$ cat src/sv/rec_pkg.sv
// ----------------------------------------------------------------------------
// Rotary encoder setting control package
// Shared widths, reset values, the quadrature lookup table, register indexes
// and the structs that pass between the encoder and the settings logic.
// ----------------------------------------------------------------------------
package rec_pkg;

  // Default values of the top-level parameters.
  localparam int WAVE_COUNT_DEF    = 8;
  localparam int DETENT_COUNTS_DEF = 4;

  // Field widths.
  localparam int TICK_W     = 32;
  localparam int FREQ_W     = 15;
  localparam int PRESS_W    = 16;
  localparam int WAVE_OUT_W = 3;
  localparam int CFG_ADDR_W = 2;
  localparam int CFG_DATA_W = 16;
  localparam int INC_W      = 7;

  // Register reset values.
  localparam logic [PRESS_W-1:0] PRESS_MIN_RESET = 16'd20;
  localparam logic [FREQ_W-1:0]  FLOOR_RESET     = 15'd1;
  localparam logic [FREQ_W-1:0]  CEIL_RESET      = 15'd20000;
  localparam logic [FREQ_W-1:0]  FREQ_RESET      = 15'd1000;

  // Frequency step size bands, chosen from the value before the step.
  localparam logic [FREQ_W-1:0] BAND_FINE   = 15'd100;
  localparam logic [FREQ_W-1:0] BAND_MID    = 15'd1000;
  localparam logic [FREQ_W-1:0] BAND_COARSE = 15'd5000;
  localparam logic [INC_W-1:0]  INC_FINE    = 7'd1;
  localparam logic [INC_W-1:0]  INC_MID     = 7'd10;
  localparam logic [INC_W-1:0]  INC_COARSE  = 7'd50;
  localparam logic [INC_W-1:0]  INC_MAX     = 7'd100;

  // Quadrature table, indexed by {previous AB, current AB}.
  localparam logic signed [1:0] QUAD_TABLE [0:15] = '{
    2'sd0,  -2'sd1,  2'sd1,  2'sd0,
    2'sd1,   2'sd0,  2'sd0, -2'sd1,
    -2'sd1,  2'sd0,  2'sd0,  2'sd1,
    2'sd0,   2'sd1, -2'sd1,  2'sd0
  };

  // Configuration register indexes.
  typedef enum logic [CFG_ADDR_W-1:0] {
    CFG_PRESS_MIN  = 2'd0,
    CFG_FREQ_FLOOR = 2'd1,
    CFG_FREQ_CEIL  = 2'd2
  } rec_cfg_addr_t;

  // Configuration register contents.
  typedef struct packed {
    logic [PRESS_W-1:0] press_min;
    logic [FREQ_W-1:0]  freq_floor;
    logic [FREQ_W-1:0]  freq_ceiling;
  } rec_cfg_t;

  // Detent step produced by the encoder logic for one poll.
  typedef struct packed {
    logic step;
    logic up;
  } rec_step_t;

endpackage

$ cat src/sv/rec_in_if.sv
// ----------------------------------------------------------------------------
// Poll channel interface
// Carries one encoder and button poll with a valid/ready handshake.
// ----------------------------------------------------------------------------
interface rec_in_if;
  logic                       valid;
  logic                       ready;
  logic                       enc_a;
  logic                       enc_b;
  logic                       button_level;
  logic [rec_pkg::TICK_W-1:0] now_ticks;

  modport source (output valid, enc_a, enc_b, button_level, now_ticks, input ready);
  modport sink   (input valid, enc_a, enc_b, button_level, now_ticks, output ready);
endinterface

$ cat src/sv/rec_out_if.sv
// ----------------------------------------------------------------------------
// Setting result channel interface
// Carries the settings after one poll with a valid/ready handshake.
// ----------------------------------------------------------------------------
interface rec_out_if;
  logic                           valid;
  logic                           ready;
  logic [rec_pkg::WAVE_OUT_W-1:0] waveform_index;
  logic [rec_pkg::FREQ_W-1:0]     freq_setting;
  logic                           edit_mode;
  logic                           settings_changed;

  modport source (output valid, waveform_index, freq_setting, edit_mode, settings_changed,
                  input ready);
  modport sink   (input valid, waveform_index, freq_setting, edit_mode, settings_changed,
                  output ready);
endinterface

$ cat src/sv/rec_quad.sv
// ----------------------------------------------------------------------------
// Quadrature step decoder
// Looks up the AB transition, accumulates the counts and signals one detent
// step whenever the count reaches plus or minus the detent size.
// ----------------------------------------------------------------------------
module rec_quad #(
  parameter int DETENT_COUNTS = rec_pkg::DETENT_COUNTS_DEF
) (
  input  logic               clk,
  input  logic               rst_n,
  input  logic               advance,
  input  logic               enc_a,
  input  logic               enc_b,
  output rec_pkg::rec_step_t step
);

  localparam int ACC_W = $clog2(DETENT_COUNTS) + 2;
  localparam logic signed [ACC_W-1:0] DET_POS = ACC_W'(DETENT_COUNTS);
  localparam logic signed [ACC_W-1:0] DET_NEG = -DET_POS;

  logic [1:0]              prev_ab_r;
  logic signed [ACC_W-1:0] acc_r;
  logic signed [ACC_W-1:0] acc_nxt;
  logic signed [ACC_W-1:0] acc_sum;
  logic signed [1:0]       delta;
  logic [1:0]              cur_ab;

  // Transition lookup and running count.
  always_comb begin
    cur_ab  = {enc_a, enc_b};
    delta   = rec_pkg::QUAD_TABLE[{prev_ab_r, cur_ab}];
    acc_sum = acc_r + ACC_W'(delta);
    step.up   = (acc_sum >= DET_POS);
    step.step = step.up || (acc_sum <= DET_NEG);
    acc_nxt   = step.step ? '0 : acc_sum;
  end

  // Encoder state advances once per accepted poll.
  always_ff @(posedge clk) begin
    if (!rst_n) begin
      prev_ab_r <= 2'b11;
      acc_r     <= '0;
    end else if (advance) begin
      prev_ab_r <= cur_ab;
      acc_r     <= acc_nxt;
    end
  end

  // The stored count always lies strictly inside the detent window.
  a_acc_window: assert property (@(posedge clk) disable iff (!rst_n)
    (acc_r > DET_NEG) && (acc_r < DET_POS))
    else $error("step accumulator left the detent window");

endmodule

$ cat src/sv/rec_set.sv
// ----------------------------------------------------------------------------
// Setting update logic
// Applies a detent step to the waveform index or the frequency, tracks the
// button press time and toggles the edit mode on a long enough press.
// ----------------------------------------------------------------------------
module rec_set #(
  parameter int WAVE_COUNT = rec_pkg::WAVE_COUNT_DEF,
  localparam int WSEL_W    = $clog2(WAVE_COUNT)
) (
  input  logic                         clk,
  input  logic                         rst_n,
  input  logic                         advance,
  input  rec_pkg::rec_step_t           step,
  input  logic                         button_level,
  input  logic [rec_pkg::TICK_W-1:0]   now_ticks,
  input  rec_pkg::rec_cfg_t            cfg,
  output logic [WSEL_W-1:0]            wave_nxt,
  output logic [rec_pkg::FREQ_W-1:0]   freq_nxt,
  output logic                         edit_nxt,
  output logic                         changed
);

  localparam logic [WSEL_W-1:0] WAVE_LAST = WSEL_W'(WAVE_COUNT - 1);
  localparam int SUM_W = rec_pkg::FREQ_W + 2;

  logic [WSEL_W-1:0]              wave_r;
  logic [rec_pkg::FREQ_W-1:0]     freq_r;
  logic                           edit_r;
  logic                           btn_prev_r;
  logic [rec_pkg::TICK_W-1:0]     press_time_r;
  logic [rec_pkg::TICK_W-1:0]     press_time_nxt;
  logic [rec_pkg::INC_W-1:0]      inc;
  logic signed [SUM_W-1:0]        freq_sum;
  logic signed [SUM_W-1:0]        floor_ext;
  logic signed [SUM_W-1:0]        ceil_ext;
  logic [rec_pkg::TICK_W-1:0]     elapsed;
  logic                           long_release;

  // Step size band from the frequency before the step.
  always_comb begin
    if (freq_r < rec_pkg::BAND_FINE) begin
      inc = rec_pkg::INC_FINE;
    end else if (freq_r < rec_pkg::BAND_MID) begin
      inc = rec_pkg::INC_MID;
    end else if (freq_r < rec_pkg::BAND_COARSE) begin
      inc = rec_pkg::INC_COARSE;
    end else begin
      inc = rec_pkg::INC_MAX;
    end
  end

  // Stepped frequency, checked against the floor first, then the ceiling.
  always_comb begin
    floor_ext = $signed({2'b00, cfg.freq_floor});
    ceil_ext  = $signed({2'b00, cfg.freq_ceiling});
    if (step.up) begin
      freq_sum = $signed({2'b00, freq_r}) + $signed(SUM_W'(inc));
    end else begin
      freq_sum = $signed({2'b00, freq_r}) - $signed(SUM_W'(inc));
    end
  end

  // Next settings; the mode used for the step is the one before the button.
  always_comb begin
    wave_nxt = wave_r;
    freq_nxt = freq_r;
    changed  = step.step;
    if (step.step && !edit_r) begin
      if (step.up) begin
        wave_nxt = (wave_r == WAVE_LAST) ? '0 : wave_r + 1'b1;
      end else begin
        wave_nxt = (wave_r == '0) ? WAVE_LAST : wave_r - 1'b1;
      end
    end else if (step.step) begin
      if (freq_sum < floor_ext) begin
        freq_nxt = cfg.freq_floor;
      end else if (freq_sum > ceil_ext) begin
        freq_nxt = cfg.freq_ceiling;
      end else begin
        freq_nxt = freq_sum[rec_pkg::FREQ_W-1:0];
      end
    end
  end

  // Button: a press records the time, a long enough release toggles the mode.
  always_comb begin
    elapsed        = now_ticks - press_time_r;
    long_release   = (elapsed > {{(rec_pkg::TICK_W-rec_pkg::PRESS_W){1'b0}}, cfg.press_min});
    press_time_nxt = press_time_r;
    edit_nxt       = edit_r;
    if (btn_prev_r && !button_level) begin
      press_time_nxt = now_ticks;
    end else if (!btn_prev_r && button_level && long_release) begin
      edit_nxt = !edit_r;
    end
  end

  // Setting state advances once per accepted poll.
  always_ff @(posedge clk) begin
    if (!rst_n) begin
      wave_r       <= '0;
      freq_r       <= rec_pkg::FREQ_RESET;
      edit_r       <= 1'b0;
      btn_prev_r   <= 1'b1;
      press_time_r <= '0;
    end else if (advance) begin
      wave_r       <= wave_nxt;
      freq_r       <= freq_nxt;
      edit_r       <= edit_nxt;
      btn_prev_r   <= button_level;
      press_time_r <= press_time_nxt;
    end
  end

  // A frequency step with a sane window lands inside that window.
  a_freq_window: assert property (@(posedge clk) disable iff (!rst_n)
    (advance && step.step && edit_r && (cfg.freq_floor <= cfg.freq_ceiling))
    |=> (freq_r >= $past(cfg.freq_floor)) && (freq_r <= $past(cfg.freq_ceiling)))
    else $error("stepped frequency outside the floor and ceiling");

  // The waveform index never reaches the waveform count.
  a_wave_range: assert property (@(posedge clk) disable iff (!rst_n)
    wave_r <= WAVE_LAST)
    else $error("waveform index out of range");

endmodule

$ cat src/sv/rotary_encoder_setting_control.sv
// ----------------------------------------------------------------------------
// Rotary encoder setting control
// Decodes encoder polls into waveform and frequency settings.
// ----------------------------------------------------------------------------
// Usage:
//   in_ch carries one poll per transfer: encoder pins A and B, the button
//   level and the tick time of the poll. out_ch returns one result per poll:
//   the waveform index, frequency, edit mode and a flag that a detent step
//   was taken, all as they stand after that poll.
//   cfg_we, cfg_addr and cfg_wdata write the press time, frequency floor and
//   frequency ceiling; write them only while no poll is in flight.
//   A poll's result is registered and shows in the cycle after the poll is
//   taken. One poll can be taken every cycle unless the receiver stalls;
//   all update logic sits between the setting state and one output register.
//   When the receiver stalls, the result holds and in_ch.ready drops until
//   the output register drains; a poll is taken in the same cycle the old
//   result leaves. Reset restores the register defaults, waveform 0,
//   1000 Hz, waveform mode, pins idle high and button released.
// ----------------------------------------------------------------------------
module rotary_encoder_setting_control #(
  parameter int WAVE_COUNT    = rec_pkg::WAVE_COUNT_DEF,
  parameter int DETENT_COUNTS = rec_pkg::DETENT_COUNTS_DEF
) (
  input  logic                           clk,
  input  logic                           rst_n,
  input  logic                           cfg_we,
  input  logic [rec_pkg::CFG_ADDR_W-1:0] cfg_addr,
  input  logic [rec_pkg::CFG_DATA_W-1:0] cfg_wdata,
  rec_in_if.sink                         in_ch,
  rec_out_if.source                      out_ch
);

  localparam int WSEL_W = $clog2(WAVE_COUNT);

  rec_pkg::rec_cfg_t           cfg_r;
  rec_pkg::rec_step_t          step;
  logic                        in_xfer;
  logic [WSEL_W-1:0]           wave_nxt;
  logic [WSEL_W+2:0]           wave_ext;
  logic [rec_pkg::FREQ_W-1:0]  freq_nxt;
  logic                        edit_nxt;
  logic                        changed;

  logic                              out_valid_r;
  logic [rec_pkg::WAVE_OUT_W-1:0]    out_wave_r;
  logic [rec_pkg::FREQ_W-1:0]        out_freq_r;
  logic                              out_edit_r;
  logic                              out_changed_r;

  // Take a poll whenever the output register is empty or being drained.
  assign in_ch.ready = !out_valid_r || out_ch.ready;
  assign in_xfer     = in_ch.valid && in_ch.ready;

  // Configuration registers; unknown indexes are ignored.
  always_ff @(posedge clk) begin
    if (!rst_n) begin
      cfg_r.press_min    <= rec_pkg::PRESS_MIN_RESET;
      cfg_r.freq_floor   <= rec_pkg::FLOOR_RESET;
      cfg_r.freq_ceiling <= rec_pkg::CEIL_RESET;
    end else if (cfg_we) begin
      unique case (cfg_addr)
        rec_pkg::CFG_PRESS_MIN:  cfg_r.press_min    <= cfg_wdata;
        rec_pkg::CFG_FREQ_FLOOR: cfg_r.freq_floor   <= cfg_wdata[rec_pkg::FREQ_W-1:0];
        rec_pkg::CFG_FREQ_CEIL:  cfg_r.freq_ceiling <= cfg_wdata[rec_pkg::FREQ_W-1:0];
        default: ;
      endcase
    end
  end

  rec_quad #(
    .DETENT_COUNTS (DETENT_COUNTS)
  ) u_quad (
    .clk     (clk),
    .rst_n   (rst_n),
    .advance (in_xfer),
    .enc_a   (in_ch.enc_a),
    .enc_b   (in_ch.enc_b),
    .step    (step)
  );

  rec_set #(
    .WAVE_COUNT (WAVE_COUNT)
  ) u_set (
    .clk          (clk),
    .rst_n        (rst_n),
    .advance      (in_xfer),
    .step         (step),
    .button_level (in_ch.button_level),
    .now_ticks    (in_ch.now_ticks),
    .cfg          (cfg_r),
    .wave_nxt     (wave_nxt),
    .freq_nxt     (freq_nxt),
    .edit_nxt     (edit_nxt),
    .changed      (changed)
  );

  // The reported index is the low bits of the waveform selection.
  assign wave_ext = {3'b000, wave_nxt};

  // Output register control.
  always_ff @(posedge clk) begin
    if (!rst_n) begin
      out_valid_r <= 1'b0;
    end else if (in_xfer) begin
      out_valid_r <= 1'b1;
    end else if (out_ch.ready) begin
      out_valid_r <= 1'b0;
    end
  end

  // Output register payload.
  always_ff @(posedge clk) begin
    if (in_xfer) begin
      out_wave_r    <= wave_ext[rec_pkg::WAVE_OUT_W-1:0];
      out_freq_r    <= freq_nxt;
      out_edit_r    <= edit_nxt;
      out_changed_r <= changed;
    end
  end

  assign out_ch.valid            = out_valid_r;
  assign out_ch.waveform_index   = out_wave_r;
  assign out_ch.freq_setting     = out_freq_r;
  assign out_ch.edit_mode        = out_edit_r;
  assign out_ch.settings_changed = out_changed_r;

  // A poll is never taken while a result is stuck in the output register.
  a_no_overwrite: assert property (@(posedge clk) disable iff (!rst_n)
    !(in_xfer && out_valid_r && !out_ch.ready))
    else $error("poll taken over an undelivered result");

  // Every accepted poll yields a result on the next cycle.
  a_result_follows: assert property (@(posedge clk) disable iff (!rst_n)
    in_xfer |=> out_valid_r)
    else $error("accepted poll produced no result");

  // A stepped poll reports the step.
  a_changed_flag: assert property (@(posedge clk) disable iff (!rst_n)
    (in_xfer && step.step) |=> out_changed_r)
    else $error("detent step not flagged");

endmodule
$ cat src/flat_wrapper.sv
// flat-port wrapper written by rule: the top's interface ports become plain ports
module rotary_encoder_setting_control_flat 
#(
  parameter int WAVE_COUNT    = rec_pkg::WAVE_COUNT_DEF,
  parameter int DETENT_COUNTS = rec_pkg::DETENT_COUNTS_DEF
)
  (clk, rst_n, cfg_we, cfg_addr, cfg_wdata, in_ch_valid, in_ch_enc_a, in_ch_enc_b, in_ch_button_level, in_ch_now_ticks, in_ch_ready, out_ch_valid, out_ch_waveform_index, out_ch_freq_setting, out_ch_edit_mode, out_ch_settings_changed, out_ch_ready);
  rec_in_if in_ch_i ();
  rec_out_if out_ch_i ();
  input  logic clk;
  input  logic rst_n;
  input  logic cfg_we;
  input  logic [rec_pkg::CFG_ADDR_W-1:0] cfg_addr;
  input  logic [rec_pkg::CFG_DATA_W-1:0] cfg_wdata;
  input wire logic [$bits(in_ch_i.valid)-1:0] in_ch_valid;
  input wire logic [$bits(in_ch_i.enc_a)-1:0] in_ch_enc_a;
  input wire logic [$bits(in_ch_i.enc_b)-1:0] in_ch_enc_b;
  input wire logic [$bits(in_ch_i.button_level)-1:0] in_ch_button_level;
  input wire logic [$bits(in_ch_i.now_ticks)-1:0] in_ch_now_ticks;
  output wire logic [$bits(in_ch_i.ready)-1:0] in_ch_ready;
  output wire logic [$bits(out_ch_i.valid)-1:0] out_ch_valid;
  output wire logic [$bits(out_ch_i.waveform_index)-1:0] out_ch_waveform_index;
  output wire logic [$bits(out_ch_i.freq_setting)-1:0] out_ch_freq_setting;
  output wire logic [$bits(out_ch_i.edit_mode)-1:0] out_ch_edit_mode;
  output wire logic [$bits(out_ch_i.settings_changed)-1:0] out_ch_settings_changed;
  input wire logic [$bits(out_ch_i.ready)-1:0] out_ch_ready;
  assign in_ch_i.valid = in_ch_valid;
  assign in_ch_i.enc_a = in_ch_enc_a;
  assign in_ch_i.enc_b = in_ch_enc_b;
  assign in_ch_i.button_level = in_ch_button_level;
  assign in_ch_i.now_ticks = in_ch_now_ticks;
  assign in_ch_ready = in_ch_i.ready;
  assign out_ch_valid = out_ch_i.valid;
  assign out_ch_waveform_index = out_ch_i.waveform_index;
  assign out_ch_freq_setting = out_ch_i.freq_setting;
  assign out_ch_edit_mode = out_ch_i.edit_mode;
  assign out_ch_settings_changed = out_ch_i.settings_changed;
  assign out_ch_i.ready = out_ch_ready;
  rotary_encoder_setting_control #(.WAVE_COUNT(WAVE_COUNT), .DETENT_COUNTS(DETENT_COUNTS)) u_core (.clk(clk), .rst_n(rst_n), .cfg_we(cfg_we), .cfg_addr(cfg_addr), .cfg_wdata(cfg_wdata), .in_ch(in_ch_i), .out_ch(out_ch_i));
endmodule
$ cat config.mk
export PLATFORM = sky130hd
export DESIGN_NAME = rotary_encoder_setting_control_flat
export DESIGN_NICKNAME = d
export VERILOG_FILES = /design/src/sv/rec_pkg.sv /design/src/sv/rec_in_if.sv /design/src/sv/rec_out_if.sv /design/src/sv/rec_quad.sv /design/src/sv/rec_set.sv /design/src/sv/rotary_encoder_setting_control.sv /design/src/flat_wrapper.sv
export SDC_FILE = /design/constraint.sdc
export NUM_CORES = 1
export LEC_CHECK = 0
export BUFFER_PORTS_ARGS = -buffer_cell sky130_fd_sc_hd__clkbuf_2
export CAP_MARGIN = 20
export CORE_ASPECT_RATIO = 0.7
export CORE_MARGIN = 3
export CORE_UTILIZATION = 55
export CTS_CLUSTER_DIAMETER = 120
export DETAILED_ROUTE_END_ITERATION = 6
export GPL_ROUTABILITY_DRIVEN = 0
export PLACE_DENSITY = 0.74
export SYNTH_ARGS = -nofsm -noshare
export SYNTH_HDL_FRONTEND = slang
export SYNTH_HIERARCHICAL = 1
export SYNTH_SLANG_ARGS = --single-unit
$ cat constraint.sdc
create_clock -name clk -period 6.1 [get_ports clk]
set_input_delay 0 -clock clk [delete_from_list [all_inputs] [get_ports clk]]
set_output_delay 0 -clock clk [all_outputs]
set_load 0.01 [all_outputs]
# Word-level counts from Yosys, hierarchy flattened
# Memory sizes are Yosys's and may differ from the RTL's.
# Index checks and enable logic that the tools add are counted.
totals:
  reg_bits: 125
  romBits: 32
  input_bits: 58
  output_inout_bits: 22
  wordCells: 72
  n_memories: 1
classes:
  add_sub_neg: 6
  n_lt_le_gt_ge: 9
  n_eq_ne: 3
  n_mux: 19
  bitwise: 1
  reduce_logical: 18
memory_table:
  columns: ["memory", "words", "word_bits", "rd", "rd_clocked_by_memory_dff", "wr", "line", "text"]
  rows:
  - ["(no name shown)", 16, 2, 1, 0, 0, "rec_quad.sv:31", "delta = rec_pkg::QUAD_TABLE[{prev_ab_r, cur_ab}];"]
op_table:
  columns: ["cell", "count"]
  rows:
  - ["$mux W15", 4]
  - ["$gt A32 B16 Y1", 1]
  - ["$sub A32 B32 Y32", 1]
  - ["$mux W7", 3]
  - ["$gt A17 B16 Y1", 1]
  - ["$lt A17 B16 Y1", 1]
  - ["$mux W17", 1]
  - ["$add A15 B7 Y16", 1]
  - ["$sub A15 B7 Y16", 1]
  - ["$lt A15 B10 Y1 const B", 1]
  - ["$lt A15 B13 Y1 const B", 1]
  - ["$lt A15 B7 Y1 const B", 1]
  - ["$mux W3", 4]
  - ["$reduce_and A2 Y1", 4]
  - ["$ge A5 B5 Y1 const B", 1]
  - ["$logic_and A1 B1 Y1", 5]
  - ["$not A4 Y5", 1]
  - ["$add A4 B2 Y4", 1]
  - ["$ge A4 B4 Y1 const B", 1]
  - ["$le A4 B3 Y1 const B", 1]
  - ["$logic_not A1 Y1", 4]
  - ["$mux W1", 4]
  - ["$mux W2", 2]
  - ["$mux W4", 1]
  - ["9 further kinds", 10]

# Depth between registers and ports, before layout
# Gate-level depths: netlist of run 1.
logic_depth:
  word_depth: 12
  mapped_depth: 25
  depth_no_buf: 23

# Modules after synthesis
# The synthesis of run 1 kept the hierarchy.
by_module_without_submodules:
  columns: ["mod", "n_inst", "cells_each", "area_per_inst_um2", "seq_area_each_um2"]
  rows:
  - ["rec_set", 1, 918, 6652.6, 1041.0]
  - ["rotary_encoder_setting_control", 1, 206, 2451.1, 1541.5]
  - ["rec_quad", 1, 63, 585.6, 120.1]

# Worst setup path after synthesis of run 1
# OpenSTA, ideal clock, no wires.
synth_path:
  path_kind: "register -> register"
  start: "register u_core.u_quad.prev_ab_r[0]"
  end: "register u_core.out_freq_r, in the netlist u_core/out_ch.freq_setting[0] (data pin)"
  setup_time_ps: 256
  arrival_ps: 5106
  t_required_ps: 5844
  slack_ps: 738
  stages_incl_launch_ff: 21
  path_buffers: 1
  period_less_slack_ps: 5362
  path_cell_list: "dfxtp_1 -> mux4_2 -> ha_1 -> and3_1 -> a211oi_4 -> xnor3_2 -> nor2_1 -> clkbuf_1 -> a2111o_1 -> a31o_2 -> nor4b_1 -> a31oi_1 -> xnor2_1 -> ha_1 -> nand4_1 -> or2_2 -> o32a_1 -> o21ai_1 -> a21oi_2 -> a211o_1 -> a22o_1"
synth_rtl:
  columns: ["element", "line", "text"]
  rows:
  - ["start: declaration", "rec_quad.sv:21", "logic [1:0] prev_ab_r;"]
  - ["start signal: assignment", "rec_quad.sv:44", "prev_ab_r <= cur_ab;"]
  - ["end signal: assignment", "rotary_encoder_setting_control.sv:115", "out_freq_r <= freq_nxt;"]
  - ["end: declaration", "rotary_encoder_setting_control.sv:46", "logic [rec_pkg::FREQ_W-1:0] out_freq_r;"]

==> results of run 1 <==
==> worst max-delay path, cell delays in order <==
cell and delay [ns]:
dlygate4sd3_1 0.52, clkbuf_2 0.14, inv_1 0.07, ha_1 0.20, mux4_2 0.54, ha_1 0.37
and3_1 0.20, a211oi_4 0.20, xnor3_2 0.30, nor2_1 0.16, buf_4 0.25, o21ai_0 0.20
a21oi_2 0.24, nor2_1 0.09, xnor2_1 0.41, ha_1 0.35, a21o_1 0.16, a211oi_1 0.21
a31oi_1 0.12, o31a_1 0.31, nor3_2 0.28, nor2_2 0.16, nand2_1 0.38, o221ai_1 0.20
==> cells by family (layout without fill, tap and decap cells) <==
logic type	Yosys count	in the layout	share of synthesized area
buffers and inverters	176	312	0.0748
xor gates and xnor gates	40	40	0.0377
DFF	125	125	0.279
adders and majority gates	106	106	0.140
and+or+nand+nor	367	367	0.178
muxes	62	62	0.0656
AOI/OAI and AO/OA	311	311	0.225
==> placed cells by master, fill, tap and decap left out, drive strengths merged, types with 7 or more instances in the layout <==
master,count
nand2,189
nand4b,7
a31oi,9
a21oi,67
nor2,56
nor2b,9
o21ai,53
a21o,24
o21a,10
xor2,12
nand4,12
dfxtp,105
o221ai,8
xnor2,27
and2,8
inv,125
nand2b,16
nand3,19
ha,102
clkbuf,99
o211ai,21
nand3b,7
edfxtp,20
o31a,8
o22ai,9
buf,20
a211oi,19
a21boi,38
nor3,11
dlygate4sd3,60
mux2i,59
==> repair_timing <==
| action | CTS | global route |
|---|---|---|
| endpoints found under the setup margin | 0 | 26 |
| resized for setup | 0 | 6 |
| hold endpoints to repair | 82 | 0 |
| setup buffers | 0 | 0 |
| hold buffers | 60 | 0 |
==> per-layer routing <==
layer  vias to the layer above  GRT usage
met3                        21     0.0686
met1                      4323      0.433
li1                       4450          -
met2                       480      0.416
met4                         0     0.0497
met5                         -          0
==> sequential cells by signal (all words and copies together), names as in the netlist <==
name	flops
u_core/cfg_r	46
u_core/out_ch.edit_mode	1
u_core/out_ch.freq_setting	15
u_core/out_ch.settings_changed	1
u_core/out_ch.valid	1
u_core/out_ch.waveform_index	3
u_core/u_quad/acc_r	4
u_core/u_quad/prev_ab_r	2
u_core/u_set/btn_prev_r	1
u_core/u_set/edit_r	1
u_core/u_set/freq_r	15
u_core/u_set/press_time_r	32
u_core/u_set/wave_r	3
==> stage by stage <==
| stage | utilization | total power (W) | hold slack, ns |
|---|---|---|---|
| after floorplan | - | 0.00156 | 0.128 |
| after global placement | 0.610 | 0.00176 | 0.232 |
| after detailed placement | 0.610 | 0.00178 | 0.239 |
| after CTS | 0.684 | 0.00292 | 0.00184 |
| after global routing | 0.686 | 0.00309 | 0.0342 |
| final | 0.686 | 0.00294 | 0.00893 |
==> path summary, 6_finish.rpt <==
| check | start | endpoint | slack, ns | cells after the start |
|---|---|---|---|---|
| min | cfg_addr[1] | u_core/cfg_r[9] | 0.009 | 3 |
| min reg2reg | u_core/cfg_r[42] | u_core/cfg_r[42] | 0.46 | 2 |
| max | in_ch_enc_a | u_core/u_set/freq_r[14] | 0.32 | 24 |
| max reg2reg | u_core/u_quad/prev_ab_r[0] | u_core/u_set/freq_r[14] | 0.36 | 20 |
==> power groups by stage <==
stage	clock, W	combinational, W	sequential, W
6_report	0.00111	0.000914	0.000923
5_1_grt	0.00115	0.00101	0.000926
4_1_cts	0.00111	0.000883	0.000922
3_5_place_dp	0	0.000842	0.000938
3_3_place_gp	0	0.000821	0.000937
2_1_floorplan	0	0.000628	0.000935
==> cell usage after synthesis (6+ instances only) <==
cell	count
nand2_1	189
inv_1	121
dfxtp_1	105
ha_1	102
a21oi_1	65
mux2i_1	59
nor2_1	56
o21ai_0	38
a21boi_0	37
clkbuf_1	32
xnor2_1	27
a21o_1	24
edfxtp_1	20
nand3_1	19
o211ai_1	19
a211oi_1	17
nand2b_1	16
o21ai_1	14
nand4_1	12
xor2_1	12
buf_2	11
o21a_1	10
a31oi_1	9
nor2b_1	9
nor3_1	9
o22ai_1	9
o221ai_1	8
o31a_1	8
and2_1	7
nand3b_1	7
nand4b_1	7
nor4_1	6
==> layout make-up <==
type | instances | area share
inverters | 122 | 0.0398
clock buffers | 21 | 0.0419
clock inverters | 11 | 0.0130
well taps | 225 | 0.0244
repair buffers | 158 | 0.0991
multi-input cells | 886 | 0.547
flip-flops and latches | 125 | 0.235
==> results.md, run 1 <==
- Post-DR vias/cell: 5.99
- Vias: a little over 9000
- Count of final max-slew check failures: 0
- # fillers: between 1000 and 1500
- CP startpoint kind: input pin
- H-Tree Level Count: 4
- Seq pwr share: 0.314
- Port Buffers: 79
- Power Dens Cells: roughly 260 nW/um^2
- Clock Path Buffers: 2
- Fin crit period: 5.78 ns
- Design Area, Final: 11500 um^2
- Fmax: 0.173 GHz
- WP data arrival: 6.07 ns
- Net count, final: 1474
- Async SR Flop Fraction: 0
- Outcome: completed
- Worst min path class: input pin to register
- Post-Synthesis Cells: 1187
- P_sw: 0.000987 W
- Clk sink count: 125
- Mean Syn Cell Area: 8.16 um^2
- Antenna-violating nets left: 0
- CTS tree: done
- DR WL met2: 11300 um
- WS Path Type: input pin to register
- Multi-input logic area: 6300 um^2
- DP Cell Count: approximately 1500
- Met3 wire len: 2820 um
- Total CTS buffers: 17
- Total negative slack: 0 ns
- Sequential cell area: roughly 2700 um^2
- Root Buffer: clkbuf_16
- FP Rows: 39
- Top FF cell, synth: dfxtp_1
- Least-Margin Pin Slew: 0.960 ns
- DP HPWL: 19900 um
- Die area: 19300 um^2
- Highest routed layer: met4
- Post-synth EDFFs: 20
- I/O pin count: 80
- DP Area: 10200 um^2
- Post-synth top area share: 0.217
- Area leader, netlist: dfxtp_1
- Setup ws final: ~0.32 ns
- P_int: 0.00195 W
- CP Capture Type: register
- Pre-CTS WS: 0.318 ns
- Die Ht: 117 um
- Drt first pass iters: 7
- Total grt overflow: 0
- Relative slew slack: 0.360
- Synthesized Nets: around 1400
- Global-route wire length before repair: 43600 um
- Fin cells: between 1500 and 2000
- Tot GR Track Use: 0.286
- Initial DRC Count: just over 1000
- Routed len/inst: about 18 um
- Tcrit/Tclk final: 0.948
- Die Wd: 165 um
- Clock power frac: 0.376
- Clock Skew: approximately 0.015 ns
- Pin count of the biggest net entering global routing: 71
- Core area: 16800 um^2
- CP Max Fanout: 19
- Switching share of power: 0.335
- Initial antenna violation count: 0
- Sequential area share after synthesis: 0.279
- N_diodes: 0
- Skew-Pair Late Insertion Delay: between 0.4 and 0.5 ns
- Cell area after synthesis: 9690 um^2
- Library cells used by synthesis: 87
- Leak: 4.78 nW
- Top cells by area, synth: dfxtp_1 (22%), ha_1 (13%), nand2_1 (7.3%)
- Yosys warning count: 6
- FF+latch count, synth: about 130
- Syn-to-layout area delta: 18.9%
- Total Wirelength: 27400 um
- Max_cap viols: 0
- Clock-pin slew on the worst setup and hold paths: 0.06 ns
- DRC viols: 0
- Comb pwr share: 0.311
- Vias in the first global route: between 8000 and 9000
- Final count of negative-setup-slack endpoints: 0
- WP data required: 6.38 ns
- Initial core utilization: 0.577
- Peak supply drop: around 0.2 mV
- Layout cell share with drive strength beyond 1: 0.119
- Fin. Hold Viols: 0
- Met1 wire length: 13200 um
No activity file was read; power rests on OpenSTA's default activity.
==> run 2: changes to the inputs <==
--- a/config.mk
+++ b/config.mk
@@ -9,11 +9,11 @@
 export CAP_MARGIN = 20
 export CORE_ASPECT_RATIO = 0.7
 export CORE_MARGIN = 3
-export CORE_UTILIZATION = 55
+export CORE_UTILIZATION = 60
 export CTS_CLUSTER_DIAMETER = 120
 export DETAILED_ROUTE_END_ITERATION = 6
 export GPL_ROUTABILITY_DRIVEN = 0
-export PLACE_DENSITY = 0.74
+export PLACE_DENSITY = 0.8
 export SYNTH_ARGS = -nofsm -noshare
 export SYNTH_HDL_FRONTEND = slang
 export SYNTH_HIERARCHICAL = 1
==> run 2 against run 1 <==
Net effect: routed wire length up 1.0%; via count up 0.92%; maximum frequency grew 0.64%; die area shrank 8.0%; count of clock-buffer cells in the layout increased by 1; critical path type unchanged; sequential power about the same; largest cell class unchanged.
==> results.md, run 2 (same netlist as run 1, synthesis figures left out) <==
- Reg2reg end: u_core/out_ch.freq_setting[10]
- FP Rows: 38
- N_diodes: 0
- CP max stage delay: 0.55 ns
- Max_cap viols: 0
- CTS tree: done
- Final count of negative-setup-slack endpoints: 0
- Drt first pass iters: 6
- Initial core utilization: 0.619
- Vias in the first global route: a little under 9000
- DP Area: 10200 um^2
- FF-to-FF setup slack: ~0.41 ns
- Net count, final: 1473
- DRC viols: 0
- Die Ht: about 110 um
- Tot GR Track Use: 0.317
- Outcome: completed
- Antenna-violating nets left: 0
- Die area: around 18000 um^2
- Global-route wire length before repair: roughly 45000 um
- CP startpoint kind: input pin
- Port Buffers: 79
- P_sw: 0.000973 W
- Skew-Pair Late Insertion Delay: 0.43 ns
- Fmax: 0.174 GHz
- Initial antenna violation count: 0
- H-Tree Level Count: 4
- Routed len/inst: 18.2 um
- Buf/Inv on CP: 4
- CP Max Fanout: 19
- Leak: 4.79 nW
- WP data required: 6.26 ns
- Fin cells: around 1500
- DP Cell Count: 1432
- Seq pwr share: 0.318
- Worst path cell trace: dlygate4sd3_1 -> clkbuf_2 -> inv_1 -> ha_1 -> mux4_2 -> ha_1 -> and3_1 -> a211oi_4 -> xnor3_2 -> nor2_1 -> buf_6 -> o21ai_0 -> a21oi_2 -> a32oi_1 -> xnor2_1 -> ha_1 -> nand4_1 -> or2_2 -> a21oi_1 -> o21ai_2 -> a21oi_4 -> mux2i_1 -> o21ai_1
- Worst path depth: 23
- Relative slew slack: 0.369
- Crit path top cell by count: ha_1
- Total negative slack: 0 ns
- Switching share of power: 0.335
- Total Wirelength: approximately 28000 um
- Comb pwr share: 0.323
- WP data arrival: 5.91 ns
- Top Registers: u_core/cfg_r x46, u_core/u_set/press_time_r x32
- Initial DRC Count: 1057
- Peak supply drop: between 0.15 and 0.2 mV
- CP Capture Type: register
- Power Dens Cells: 253 nW/um^2
- Critical Path Slowest Stage Cell: mux4_2
- Syn-to-layout area delta: 18.3%
- Count of final max-slew check failures: 0
- Clock-pin slew on the worst setup and hold paths: 0.06 ns
- Post-DR vias/cell: 6.15
- Clk sink count: 125
- Tcrit/Tclk final: 0.942
- Core area: 15600 um^2
- Worst R2R Path Depth: 19
- Total CTS buffers: 17
- Least-Margin Pin Slew: ~0.95 ns
- Reg with most FFs: u_core/cfg_r
- Worst min path class: input pin to register
- Fin crit period: 5.75 ns
- Delay-heaviest family, CP: compound AO/OA/AOI/OAI gates
- Pin count of the biggest net entering global routing: around 60
- Reg2Reg Launch Point: u_core/u_quad/prev_ab_r[0]
- DP HPWL: between 15000 and 20000 um
- Clock Path Buffers: 2
- Die Wd: 158 um
- Number of flip-flops in the largest register: 46
- Clock Skew: 0.0122 ns
- Hold path endpoint: u_core/u_quad/prev_ab_r[0]
- Hold path start: rst_n
- Vias: ~9400
- Most common cell after layout, fill and taps aside: nand2_1
- Fin. Hold Viols: 0
- Design Area, Final: 11500 um^2
- WS Path Type: input pin to register
- # fillers: 1167
- P_int: 0.00193 W
- Total grt overflow: 0
- WHS Path Cells: 2
- Layout cell share with drive strength beyond 1: 0.123
- Commonest non-fill, non-tap cells in the layout: nand2_1 (188), inv_1 (121), dfxtp_1 (105), ha_1 (102), clkbuf_2 (78)
- I/O pin count: 80
- Clock power frac: 0.359
- Root Buffer: clkbuf_16
-- run 2: per-stage QoR --
step / setup WS [ns] / utilization / power [W] / hold WS (ns)
finish: 0.355 / 0.733 / 0.00290 / 0.0213
global route: -0.0239 / 0.733 / 0.00305 / 0.0589
CTS: 0.175 / 0.729 / 0.00287 / 0.00302
detailed placement: 0.219 / 0.654 / 0.00179 / 0.258
global placement: 0.407 / 0.654 / 0.00177 / 0.239
floorplan: 0.738 / - / 0.00156 / 0.128
-- run 2: area by class of cell --
class                           instances  area [um^2]  share of cell area
Clock inverter                          9          109             0.00949
Inverter                              122          458              0.0399
Multi-Input combinational cell        886         6320               0.551
Sequential cell                       125         2700               0.236
Clock buffer                           22          495              0.0432
Timing Repair Buffer                  157         1130              0.0988
Tap cell                              200          250              0.0218
-- run 2: how the worst max path moves through the flow --
| stage | start | slack (ns) | end |
|---|---|---|---|
| finish | in_ch_enc_a | 0.35 | u_core/out_ch.freq_setting[10] |
| global route | in_ch_enc_a | -0.02 | u_core/u_set/freq_r[12] |
| CTS | in_ch_enc_a | 0.18 | u_core/u_set/freq_r[12] |
| detailed placement | u_core/u_quad/prev_ab_r[0] | 0.22 | u_core/u_set/freq_r[12] |
| global placement | u_core/u_quad/prev_ab_r[0] | 0.41 | u_core/u_set/freq_r[12] |
| floorplan | u_core/u_quad/prev_ab_r[0] | 0.74 | u_core/out_ch.freq_setting[0] |
-- run 2: power by group through the flow --
stage / Combinational, W / Sequential [W] / Clock, W
global route: 0.00103 / 0.000926 / 0.00109
CTS: 0.000896 / 0.000921 / 0.00105
finish: 0.000937 / 0.000922 / 0.00104
detailed placement: 0.000855 / 0.000938 / 0
global placement: 0.000835 / 0.000937 / 0
floorplan: 0.000628 / 0.000935 / 0
-- run 2: worst register-to-register path: stages (launching register included) --
cell and delay [ns]:
dfxtp_1 0.39, mux4_2 0.61, ha_1 0.36, and3_1 0.19, a211oi_4 0.19, xnor3_2 0.30, nor2_1 0.18, buf_6 0.21
o21ai_0 0.20, a21oi_2 0.23, a32oi_1 0.17, xnor2_1 0.41, ha_1 0.21, nand4_1 0.12, or2_2 0.33, a21oi_1 0.22
o21ai_2 0.15, a21oi_4 0.51, mux2i_1 0.34, o21ai_1 0.10
-- run 2: routing by layer --
layer  GRT usage  up-vias  wire, um
met3      0.0967       56      3360
met2       0.453      556     11400
met5           0        -         0
met1       0.463     4307     12500
li1            -     4440         -
met4      0.0873        0       458
-- run 2: repair_timing --
action                                  in CTS  in global routing
setup buffers                                0                  0
resized for setup                            0                 10
endpoints found under the hold margin       82                  0
hold buffers                                58                  0
endpoints found under the setup margin       0                 28
